===== src/rtl/core/tuu_pkg.sv =====
// Shared types, constants and mapping functions of the Turkish UTF-8 uppercase block.
// No dependencies; every other file of the block uses this package.
package tuu_pkg;

  // Byte codes used in classification and mapping
  localparam logic [7:0] ByteTerm   = 8'h00;
  localparam logic [7:0] ByteAsciiI = 8'h49;
  localparam logic [7:0] ByteLowA   = 8'h61;
  localparam logic [7:0] ByteLowI   = 8'h69;
  localparam logic [7:0] ByteLowZ   = 8'h7A;
  localparam logic [7:0] CaseOffset = 8'h20;
  localparam logic [7:0] LeadC4     = 8'hC4;
  localparam logic [7:0] ContB0     = 8'hB0;
  localparam logic [7:0] ContB1     = 8'hB1;
  localparam logic [7:0] Lead4Mask  = 8'hF8;

  localparam logic [15:0] BufSizeReset = 16'd256;

  // One group of result bytes produced by one input word
  typedef struct packed {
    logic [3:0][7:0] bytes;  // bytes[0] goes out first
    logic [2:0]      cnt;    // 1..4 bytes in use
    logic            last;   // final byte of the group is the terminator
  } grp_t;

  // Sequence length from the lead byte; 1 for anything that is no lead byte
  function automatic logic [2:0] lead_len(input logic [7:0] b);
    logic [2:0] len;
    len = 3'd1;
    if ((b & 8'hE0) == 8'hC0) begin
      len = 3'd2;
    end else if ((b & 8'hF0) == 8'hE0) begin
      len = 3'd3;
    end else if ((b & Lead4Mask) == 8'hF0) begin
      len = 3'd4;
    end
    return len;
  endfunction

  // Two-byte lowercase letters and their uppercase forms
  function automatic logic [15:0] map_pair(input logic [15:0] p);
    logic [15:0] r;
    unique case (p)
      16'hC3A7: r = 16'hC387;
      16'hC3B6: r = 16'hC396;
      16'hC3BC: r = 16'hC39C;
      16'hC49F: r = 16'hC49E;
      16'hC59F: r = 16'hC59E;
      16'hC3A2: r = 16'hC382;
      16'hC3AE: r = 16'hC38E;
      16'hC3BB: r = 16'hC39B;
      default:  r = p;
    endcase
    return r;
  endfunction

endpackage


===== src/rtl/core/tuu_front.sv =====
// Front end: accepts input words, collects multi-byte sequences, maps characters,
// applies the capacity rule and hands byte groups to the queue. Uses tuu_pkg.
module tuu_front (
  input  logic               clk_i,
  input  logic               rst_ni,
  input  logic               push,
  input  logic [7:0]         in_byte_i,
  input  logic [15:0]        buffer_size_i,
  input  logic               q_full_i,
  output logic               q_push_o,
  output tuu_pkg::grp_t      q_grp_o
);

  logic [2:0][7:0] pending_q, pending_d;
  logic [2:0]      exp_len_q, exp_len_d;
  logic [1:0]      coll_q, coll_d;
  logic [15:0]     written_q, written_d;
  logic            stopped_q, stopped_d;

  logic            accept;
  logic            is_term;
  logic            term_emit;
  logic [3:0][7:0] cbytes;
  logic [2:0]      ck;
  logic            fits;
  logic [16:0]     sum;
  logic [2:0]      n_out;
  logic [2:0]      len;
  logic [15:0]     pair;
  logic [7:0]      up;

  assign accept  = push && !q_full_i;
  assign is_term = (in_byte_i == tuu_pkg::ByteTerm);
  assign len     = tuu_pkg::lead_len(in_byte_i);
  assign pair    = tuu_pkg::map_pair({pending_q[0], in_byte_i});
  assign up      = (in_byte_i >= tuu_pkg::ByteLowA && in_byte_i <= tuu_pkg::ByteLowZ) ?
                   (in_byte_i - tuu_pkg::CaseOffset) : in_byte_i;

  // Classify the word: character bytes to write and collection state
  always_comb begin
    cbytes    = '0;
    ck        = 3'd0;
    pending_d = pending_q;
    exp_len_d = exp_len_q;
    coll_d    = coll_q;
    if (is_term) begin
      if (exp_len_q != 3'd0) begin
        cbytes[2:0] = pending_q;
        ck          = {1'b0, coll_q};
      end
      exp_len_d = 3'd0;
      coll_d    = 2'd0;
    end else if (exp_len_q == 3'd0) begin
      if (!in_byte_i[7]) begin
        if (in_byte_i == tuu_pkg::ByteLowI) begin
          cbytes[0] = tuu_pkg::LeadC4;
          cbytes[1] = tuu_pkg::ContB0;
          ck        = 3'd2;
        end else begin
          cbytes[0] = up;
          ck        = 3'd1;
        end
      end else if (len == 3'd1) begin
        cbytes[0] = in_byte_i;
        ck        = 3'd1;
      end else begin
        pending_d[0] = in_byte_i;
        coll_d       = 2'd1;
        exp_len_d    = len;
      end
    end else if (({1'b0, coll_q} + 3'd1) < exp_len_q && coll_q != 2'd3) begin
      pending_d[coll_q] = in_byte_i;
      coll_d            = coll_q + 2'd1;
    end else begin
      exp_len_d = 3'd0;
      coll_d    = 2'd0;
      if (exp_len_q == 3'd2) begin
        if (pending_q[0] == tuu_pkg::LeadC4 && in_byte_i == tuu_pkg::ContB1) begin
          cbytes[0] = tuu_pkg::ByteAsciiI;
          ck        = 3'd1;
        end else begin
          cbytes[0] = pair[15:8];
          cbytes[1] = pair[7:0];
          ck        = 3'd2;
        end
      end else begin
        cbytes[2:0]     = pending_q;
        cbytes[coll_q]  = in_byte_i;
        ck              = {1'b0, coll_q} + 3'd1;
      end
    end
  end

  // Apply the capacity rule
  assign sum       = {1'b0, written_q} + 17'(ck);
  assign fits      = !stopped_q && (ck != 3'd0) && (sum < {1'b0, buffer_size_i});
  assign term_emit = is_term && (buffer_size_i != 16'd0);
  assign n_out     = fits ? ck : 3'd0;

  // Build the byte group for the queue
  always_comb begin
    q_grp_o.bytes = cbytes;
    for (int i = 0; i < 4; i++) begin
      if (term_emit && n_out == 3'(i)) begin
        q_grp_o.bytes[i] = tuu_pkg::ByteTerm;
      end
    end
    q_grp_o.cnt  = n_out + {2'b00, term_emit};
    q_grp_o.last = term_emit;
  end

  assign q_push_o = accept && (q_grp_o.cnt != 3'd0);

  // Next string counters
  always_comb begin
    written_d = written_q;
    stopped_d = stopped_q;
    if (is_term) begin
      written_d = '0;
      stopped_d = 1'b0;
    end else if (fits) begin
      written_d = sum[15:0];
    end else if (ck != 3'd0) begin
      stopped_d = 1'b1;
    end
  end

  // Hold string state, advance on each accepted word
  always_ff @(posedge clk_i or negedge rst_ni) begin
    if (!rst_ni) begin
      exp_len_q <= '0;
      coll_q    <= '0;
      written_q <= '0;
      stopped_q <= 1'b0;
    end else if (accept) begin
      exp_len_q <= exp_len_d;
      coll_q    <= coll_d;
      written_q <= written_d;
      stopped_q <= stopped_d;
    end
  end

  always_ff @(posedge clk_i) begin
    if (accept) begin
      pending_q <= pending_d;
    end
  end

  a_coll_below_len: assert property (@(posedge clk_i) disable iff (!rst_ni)
    (exp_len_q != 3'd0) |-> ({1'b0, coll_q} < exp_len_q && coll_q != 2'd0))
    else $error("front: collected count out of range for sequence");

endmodule


===== src/rtl/core/tuu_queue.sv =====
// Short queue of byte groups between front and back end.
// Uses tuu_pkg for the group type.
module tuu_queue #(
  parameter int unsigned Depth = 4
) (
  input  logic          clk_i,
  input  logic          rst_ni,
  input  logic          wr_en_i,
  input  tuu_pkg::grp_t wr_grp_i,
  output logic          full_o,
  input  logic          rd_en_i,
  output tuu_pkg::grp_t rd_grp_o,
  output logic          empty_o
);

  localparam int unsigned PtrW = (Depth > 1) ? $clog2(Depth) : 1;
  localparam int unsigned CntW = $clog2(Depth + 1);

  tuu_pkg::grp_t       mem_q [Depth];
  logic [PtrW-1:0]     wr_ptr_q, wr_ptr_d;
  logic [PtrW-1:0]     rd_ptr_q, rd_ptr_d;
  logic [CntW-1:0]     cnt_q, cnt_d;

  assign full_o   = (cnt_q == CntW'(Depth));
  assign empty_o  = (cnt_q == '0);
  assign rd_grp_o = mem_q[rd_ptr_q];

  // Advance pointers with wrap at the depth
  always_comb begin
    wr_ptr_d = wr_ptr_q;
    rd_ptr_d = rd_ptr_q;
    cnt_d    = cnt_q;
    if (wr_en_i) begin
      wr_ptr_d = (wr_ptr_q == PtrW'(Depth - 1)) ? '0 : wr_ptr_q + PtrW'(1);
    end
    if (rd_en_i) begin
      rd_ptr_d = (rd_ptr_q == PtrW'(Depth - 1)) ? '0 : rd_ptr_q + PtrW'(1);
    end
    if (wr_en_i && !rd_en_i) begin
      cnt_d = cnt_q + CntW'(1);
    end else if (rd_en_i && !wr_en_i) begin
      cnt_d = cnt_q - CntW'(1);
    end
  end

  always_ff @(posedge clk_i or negedge rst_ni) begin
    if (!rst_ni) begin
      wr_ptr_q <= '0;
      rd_ptr_q <= '0;
      cnt_q    <= '0;
    end else begin
      wr_ptr_q <= wr_ptr_d;
      rd_ptr_q <= rd_ptr_d;
      cnt_q    <= cnt_d;
    end
  end

  // Store the incoming group
  always_ff @(posedge clk_i) begin
    if (wr_en_i) begin
      mem_q[wr_ptr_q] <= wr_grp_i;
    end
  end

  a_no_overflow: assert property (@(posedge clk_i) disable iff (!rst_ni)
    wr_en_i |-> (!full_o || rd_en_i))
    else $error("queue: write into full queue");

  a_no_underflow: assert property (@(posedge clk_i) disable iff (!rst_ni)
    rd_en_i |-> !empty_o)
    else $error("queue: read from empty queue");

  a_cnt_bound: assert property (@(posedge clk_i) disable iff (!rst_ni)
    cnt_q <= CntW'(Depth))
    else $error("queue: fill count beyond depth");

endmodule


===== src/rtl/core/tuu_back.sv =====
// Back end: splits queued byte groups into single result words and holds the
// output register. Uses tuu_pkg for the group type.
module tuu_back (
  input  logic          clk_i,
  input  logic          rst_ni,
  input  tuu_pkg::grp_t q_grp_i,
  input  logic          q_empty_i,
  output logic          q_pop_o,
  output logic          empty,
  input  logic          pop,
  output logic [7:0]    out_byte_o,
  output logic          last_o
);

  logic [1:0] idx_q, idx_d;
  logic       valid_q, valid_d;
  logic [7:0] byte_q, byte_d;
  logic       last_q, last_d;
  logic       load;
  logic       take;
  logic       final_byte;

  assign load       = !valid_q || pop;
  assign take       = load && !q_empty_i;
  assign final_byte = (({1'b0, idx_q} + 3'd1) == q_grp_i.cnt);
  assign q_pop_o    = take && final_byte;

  // Step through the head group one byte per cycle unless the output stalls
  always_comb begin
    idx_d   = idx_q;
    valid_d = valid_q;
    byte_d  = byte_q;
    last_d  = last_q;
    if (load) begin
      valid_d = !q_empty_i;
    end
    if (take) begin
      byte_d = q_grp_i.bytes[idx_q];
      last_d = q_grp_i.last && final_byte;
      idx_d  = final_byte ? 2'd0 : idx_q + 2'd1;
    end
  end

  always_ff @(posedge clk_i or negedge rst_ni) begin
    if (!rst_ni) begin
      idx_q   <= '0;
      valid_q <= 1'b0;
    end else begin
      idx_q   <= idx_d;
      valid_q <= valid_d;
    end
  end

  always_ff @(posedge clk_i) begin
    byte_q <= byte_d;
    last_q <= last_d;
  end

  assign empty      = !valid_q;
  assign out_byte_o = byte_q;
  assign last_o     = last_q;

  a_last_is_term: assert property (@(posedge clk_i) disable iff (!rst_ni)
    (!empty && last_o) |-> (out_byte_o == tuu_pkg::ByteTerm))
    else $error("back: last flag on a non-terminator word");

  a_idx_in_group: assert property (@(posedge clk_i) disable iff (!rst_ni)
    (idx_q != 2'd0) |-> (!q_empty_i && ({1'b0, idx_q} < q_grp_i.cnt)))
    else $error("back: byte index outside head group");

endmodule


===== src/rtl/core/turkish_utf8_uppercase.sv =====
// Turkish UTF-8 uppercase: one input word per cycle, one result word per cycle.
// A result passes the queue write and the output register load before reaching
// the output ports. Input rate is one byte per cycle while the group queue has
// room; output rate is one byte per cycle while popped, so strings rich in 'i'
// (one byte in, two out) are paced by the output side.
// Reset clears string state, queue and output; buffer_size returns to 256.
module turkish_utf8_uppercase #(
  parameter int unsigned QueueDepth = 4
) (
  input  logic        clk_i,
  input  logic        rst_ni,
  input  logic        cfg_we_i,
  input  logic [15:0] cfg_wdata_i,
  input  logic        push,
  output logic        full,
  input  logic [7:0]  in_byte_i,
  output logic        empty,
  input  logic        pop,
  output logic [7:0]  out_byte_o,
  output logic        last_o
);

  logic [15:0]   buffer_size_q;
  logic          q_push;
  logic          q_full;
  logic          q_pop;
  logic          q_empty;
  tuu_pkg::grp_t q_wr_grp;
  tuu_pkg::grp_t q_rd_grp;

  // Hold the capacity register
  always_ff @(posedge clk_i or negedge rst_ni) begin
    if (!rst_ni) begin
      buffer_size_q <= tuu_pkg::BufSizeReset;
    end else if (cfg_we_i) begin
      buffer_size_q <= cfg_wdata_i;
    end
  end

  assign full = q_full;

  tuu_front u_front (
    .clk_i        (clk_i),
    .rst_ni       (rst_ni),
    .push         (push),
    .in_byte_i    (in_byte_i),
    .buffer_size_i(buffer_size_q),
    .q_full_i     (q_full),
    .q_push_o     (q_push),
    .q_grp_o      (q_wr_grp)
  );

  tuu_queue #(
    .Depth(QueueDepth)
  ) u_queue (
    .clk_i   (clk_i),
    .rst_ni  (rst_ni),
    .wr_en_i (q_push),
    .wr_grp_i(q_wr_grp),
    .full_o  (q_full),
    .rd_en_i (q_pop),
    .rd_grp_o(q_rd_grp),
    .empty_o (q_empty)
  );

  tuu_back u_back (
    .clk_i     (clk_i),
    .rst_ni    (rst_ni),
    .q_grp_i   (q_rd_grp),
    .q_empty_i (q_empty),
    .q_pop_o   (q_pop),
    .empty     (empty),
    .pop       (pop),
    .out_byte_o(out_byte_o),
    .last_o    (last_o)
  );

endmodule

===== config.mk =====
export PLATFORM = sky130hd
export DESIGN_NAME = turkish_utf8_uppercase
export DESIGN_NICKNAME = d
export VERILOG_FILES = /design/src/rtl/core/tuu_pkg.sv /design/src/rtl/core/tuu_front.sv /design/src/rtl/core/tuu_queue.sv /design/src/rtl/core/tuu_back.sv /design/src/rtl/core/turkish_utf8_uppercase.sv
export SDC_FILE = /design/constraint.sdc
export NUM_CORES = 1
export LEC_CHECK = 0
export BUFFER_PORTS_ARGS = -buffer_cell sky130_fd_sc_hd__clkbuf_2
export CAP_MARGIN = 20
export CELL_PAD_IN_SITES_DETAIL_PLACEMENT = 1
export CELL_PAD_IN_SITES_GLOBAL_PLACEMENT = 2
export CORE_UTILIZATION = 48
export CTS_CLUSTER_DIAMETER = 50
export CTS_CLUSTER_SIZE = 16
export DETAILED_ROUTE_END_ITERATION = 6
export PLACE_DENSITY = 0.91
export SYNTH_ARGS = -nofsm -noshare
export SYNTH_HDL_FRONTEND = slang
export SYNTH_SLANG_ARGS = --single-unit
export TNS_END_PERCENT = 1

===== constraint.sdc =====
create_clock -name clk_i -period 20.3 [get_ports clk_i]
set_input_delay 3.045 -clock clk_i [delete_from_list [all_inputs] [get_ports clk_i]]
set_output_delay 3.045 -clock clk_i [all_outputs]
set_load 0.01 [all_outputs]

==> reports/qor.txt <==
STATUS
------------------------------------------------------------------------------------
Outcome                                                                 finished clean

DIE
------------------------------------------------------------------------------------
Die outline width                                                             154 µm
Total die area                                                            0.0237 mm²
Site row count                                                                    55
Effective utilization at floorplan                                             48.9%
Core Area                                                                 0.0226 mm²
IO Pins                                                                           40
DIE HEIGHT                                                                    154 µm

CLOCK TREE
------------------------------------------------------------------------------------
Skew-Pair Late Insertion Delay                                               0.54 ns
Master cell of the clock root buffer                                    sky130_fd_sc_hd__clkbuf_16
CTS buffer count                                                                  25
Buffers inserted during post-CTS setup optimization                                0
Number of gates resized after CTS                                                  0
Total of hold buffers inserted after clock tree synthesis                          0
Clock tree from TritonCTS                                                        yes
Clock sinks                                                                      225
Maximum buffer depth of the clock tree                                             3
CTS clk-pin slew, worst paths                                                0.07 ns
H-tree depth                                                                       1

SETUP PATH
------------------------------------------------------------------------------------
Category of the worst setup path capture point                                  flop
Crit path largest cell delay                                                 0.74 ns
Worst path arrival time                                                     10.82 ns
Start-to-end type of the worst setup path                                     in2reg
Cell with the largest stage delay on the worst path                     sky130_fd_sc_hd__nor2_1
Worst Path Required                                                         20.76 ns
Biggest fanout along the worst timing path                                        14
Nature of the critical path startpoint                                     input pin
Cell occurring most often along the worst timing path                   sky130_fd_sc_hd__nor2_1

GLOBAL ROUTING
------------------------------------------------------------------------------------
All-Layer GR Usage                                                             24.8%
Pin count of the biggest net entering global routing                              49
M3 GR Usage                                                                    3.30%
Vias in the first global route                                                  7768
Remaining Overflow, GRT                                                            0
Global-route met1 utilization                                                  34.3%
Met2 Usage GRT                                                                 41.7%
Initial antenna violation count                                                    0
Global-route wire length before repair                                      45200 µm
Busiest layer in global routing                                                 met2

POWER AND IR DROP
------------------------------------------------------------------------------------
Sw Ratio                                                                       36.6%
Clock group share of total power                                               22.6%
Final total power                                                            1.98 mW
Worst-case vdd ir drop                                                       73.5 µV
Switching Power                                                               723 µW
Share of power burned in combinational logic                                   38.6%
Power density normalized to cell area                                     160 mW/mm²
Sequential Power Share                                                         38.9%
Leakage power total                                                          4.65 nW
Total internal power                                                         1.25 mW

TIMING
------------------------------------------------------------------------------------
Period Utilization, post-route                                                 51.0%
Max Freq                                                                  0.0966 GHz
Final setup TNS                                                                 0 ns
Number of failing setup endpoints in the final timing report                       0
Transition time of the tightest slew-check pin                              0.936 ns
Hold Fails Final Rpt                                                               0
Headroom to the max-slew limit                                                 37.4%
RSZ-0062 raised after global routing                                           false
Min Hold Slack                                                              0.493 ns
Pins Over Slew Limit                                                               0
Min Tclk post-route                                                         10.36 ns
Clk_skew                                                                   0.0191 ns

FINISH
------------------------------------------------------------------------------------
Share of cells above drive strength 1                                          21.3%
Filler Cells Inserted                                                           2237
Area taken by multi-input logic gates                                    0.00421 mm²
# nets final                                                                     921
Final antenna diode count                                                          0
Synth-to-layout area growth                                                    11.7%
Area taken by flip-flops and latches                                     0.00652 mm²

SYNTHESIS
------------------------------------------------------------------------------------
Top post-synthesis cells by area                                        sky130_fd_sc_hd__edfxtp_1 48%, sky130_fd_sc_hd__dfrtp_1 11%, sky130_fd_sc_hd__mux4_2 9.0%, sky130_fd_sc_hd__ha_1 4.0%, sky130_fd_sc_hd__mux2_2 2.5%
Area share of the largest cell type after synthesis                            48.0%
Most used standard cells in the synthesized netlist                     177 x sky130_fd_sc_hd__edfxtp_1, 70 x sky130_fd_sc_hd__nand2_1, 47 x sky130_fd_sc_hd__dfrtp_1
Top-count cell post-synth                                               sky130_fd_sc_hd__edfxtp_1
Synth Net Count                                                                  885
Most frequently used flop master after synthesis                        sky130_fd_sc_hd__edfxtp_1
Gate count after technology mapping                                              819
Async S/R FF share, synth                                                      21.3%
Number of synthesized flops with an enable pin                                   177
Leading area contributor after synthesis                                sky130_fd_sc_hd__edfxtp_1
Part of the Yosys area used for sequential elements                            58.9%
Mapped cell area                                                          0.0111 mm²
Number of storage elements in the synthesis netlist                              225
Count of distinct cell types in the synthesized netlist                           73
Warnings from Yosys                                                                0
Syn avg cell area                                                           13.5 µm²

DRT
------------------------------------------------------------------------------------
DRT antenna net count                                                              0
Via/cell ratio                                                                  6.17
Remaining DRCs                                                                     0
Via count                                                                       7149
Routed WL per cell                                                           24.3 µm
DRC marker count from the first detailed-route iteration                         392
Total wirelength of the detailed-routed design                              28100 µm
First-pass detailed-route iteration total                                          4

MIN PATH
------------------------------------------------------------------------------------
Classification of the worst-slack hold path                                  reg2reg

FLOW RUN
------------------------------------------------------------------------------------
Count of max-cap constraint violations                                             0

PLACED DESIGN
------------------------------------------------------------------------------------
Weighted congestion at the end of routability-driven global placement          0.878
HPWL after detailed placement                                               19400 µm
Number of buffers added on ports                                                  39

## cell type report
| cell class | count | share of cell area [%] |
|---|---|---|
| Multi-Input combinational cell | 509 | 34.1 |
| Clock inverter | 11 | 0.799 |
| Timing Repair Buffer | 54 | 2.47 |
| Sequential cell | 225 | 52.7 |
| Inverter | 40 | 1.21 |
| Tap cell | 285 | 2.88 |
| Clock buffer | 35 | 5.85 |
## metal layers
layer	vias to the layer above	part of all wire (%)
met1	3686	44
li1	3218	-
met5	-	0
met3	45	4.6
met2	200	49
met4	0	1.9
## path summary, 6_finish.rpt
check	depth (start not counted)	startpoint	slack, ns	endpoint
worst max-delay path	29	in_byte_i[1]	9.94	u_queue.cnt_q[2]$_DFFE_PN0P_
worst min-delay path	1	u_queue.cnt_q[2]$_DFFE_PN0P_	0.49	u_queue.cnt_q[2]$_DFFE_PN0P_
worst max register to register	32	u_front.coll_q[0]$_DFFE_PN0P_	12.14	u_queue.cnt_q[2]$_DFFE_PN0P_
worst min register to register	1	u_queue.cnt_q[2]$_DFFE_PN0P_	0.49	u_queue.cnt_q[2]$_DFFE_PN0P_
max in group asynchronous	2	rst_ni	17.20	u_queue.rd_ptr_q[0]$_DFFE_PN0P_
min in group asynchronous	2	rst_ni	2.63	buffer_size_q[12]$_DFFE_PN0P_
## cells by family (layout without fill, tap and decap cells)
group / count (synthesis) / in the layout / synth area share, %
flip-flops: 225 / 225 / 58.9
AND/OR/NAND/NOR: 216 / 216 / 10.0
AO/OA/AOI/OAI: 159 / 159 / 9.94
buffers and inverters: 85 / 140 / 3.09
multiplexers: 75 / 75 / 12.0
adder cells (fa/ha/maj): 37 / 37 / 4.32
XOR/XNOR: 22 / 22 / 1.74
## placed cells by master (no fill, tap or decap), types with 10 or more instances in the layout
cell                        count
sky130_fd_sc_hd__a21oi_1       32
sky130_fd_sc_hd__a22o_1        10
sky130_fd_sc_hd__a22oi_1       17
sky130_fd_sc_hd__and2_1        11
sky130_fd_sc_hd__buf_4         14
sky130_fd_sc_hd__clkbuf_16     25
sky130_fd_sc_hd__clkbuf_2      40
sky130_fd_sc_hd__dfrtp_1       46
sky130_fd_sc_hd__edfxtp_1     177
sky130_fd_sc_hd__ha_1          35
sky130_fd_sc_hd__inv_1         39
sky130_fd_sc_hd__mux2_2        25
sky130_fd_sc_hd__mux4_2        44
sky130_fd_sc_hd__nand2_1       70
sky130_fd_sc_hd__nand3_1       17
sky130_fd_sc_hd__nor2_1        44
sky130_fd_sc_hd__nor3_1        21
sky130_fd_sc_hd__o21ai_0       39
sky130_fd_sc_hd__xnor2_1       11
sky130_fd_sc_hd__xor2_1        11
## power groups by stage
stage / registers, mW / logic [mW] / clock network, mW
3_3_place_gp: 0.765 / 0.712 / 0
2_1_floorplan: 0.747 / 0.538 / 0
4_1_cts: 0.770 / 0.768 / 0.453
5_1_grt: 0.783 / 0.831 / 0.469
6_report: 0.769 / 0.762 / 0.446
3_5_place_dp: 0.778 / 0.759 / 0
## registers in the layout, indices dropped and copies added (netlist names)
name / count
u_front.coll_q: 2
u_front.written_q: 16
u_queue.wr_ptr_q: 2
u_back.last_o: 1
u_queue.rd_ptr_q: 2
u_queue.mem_q: 144
u_front.stopped_q: 1
u_back.valid_q: 1
u_back.idx_q: 2
buffer_size_q: 16
u_back.out_byte_o: 8
u_front.pending_q: 24
u_queue.cnt_q: 3
u_front.exp_len_q: 3
## through the flow
step                utilization, %  cell area, µm²  setup WS, ns  cells
finish                        54.6           12400          9.94   1159
global route                  54.6           12400          9.47   1159
CTS                           54.6           12400         10.04   1158
detailed placement            51.0           11500          9.58   1112
global placement              51.0           11500          9.93   1112
floorplan                        -           11100         10.86    819
## critical path: cells and delay by family
kind / cells / cell delay [ns]
adders and majority gates: 5 / 1.32
xor gates and xnor gates: 3 / 0.44
AOI/OAI and AO/OA: 5 / 1.11
and+or+nand+nor: 13 / 4.38
buffers and inverters: 3 / 0.49
(Power assumes the default switching activity.)
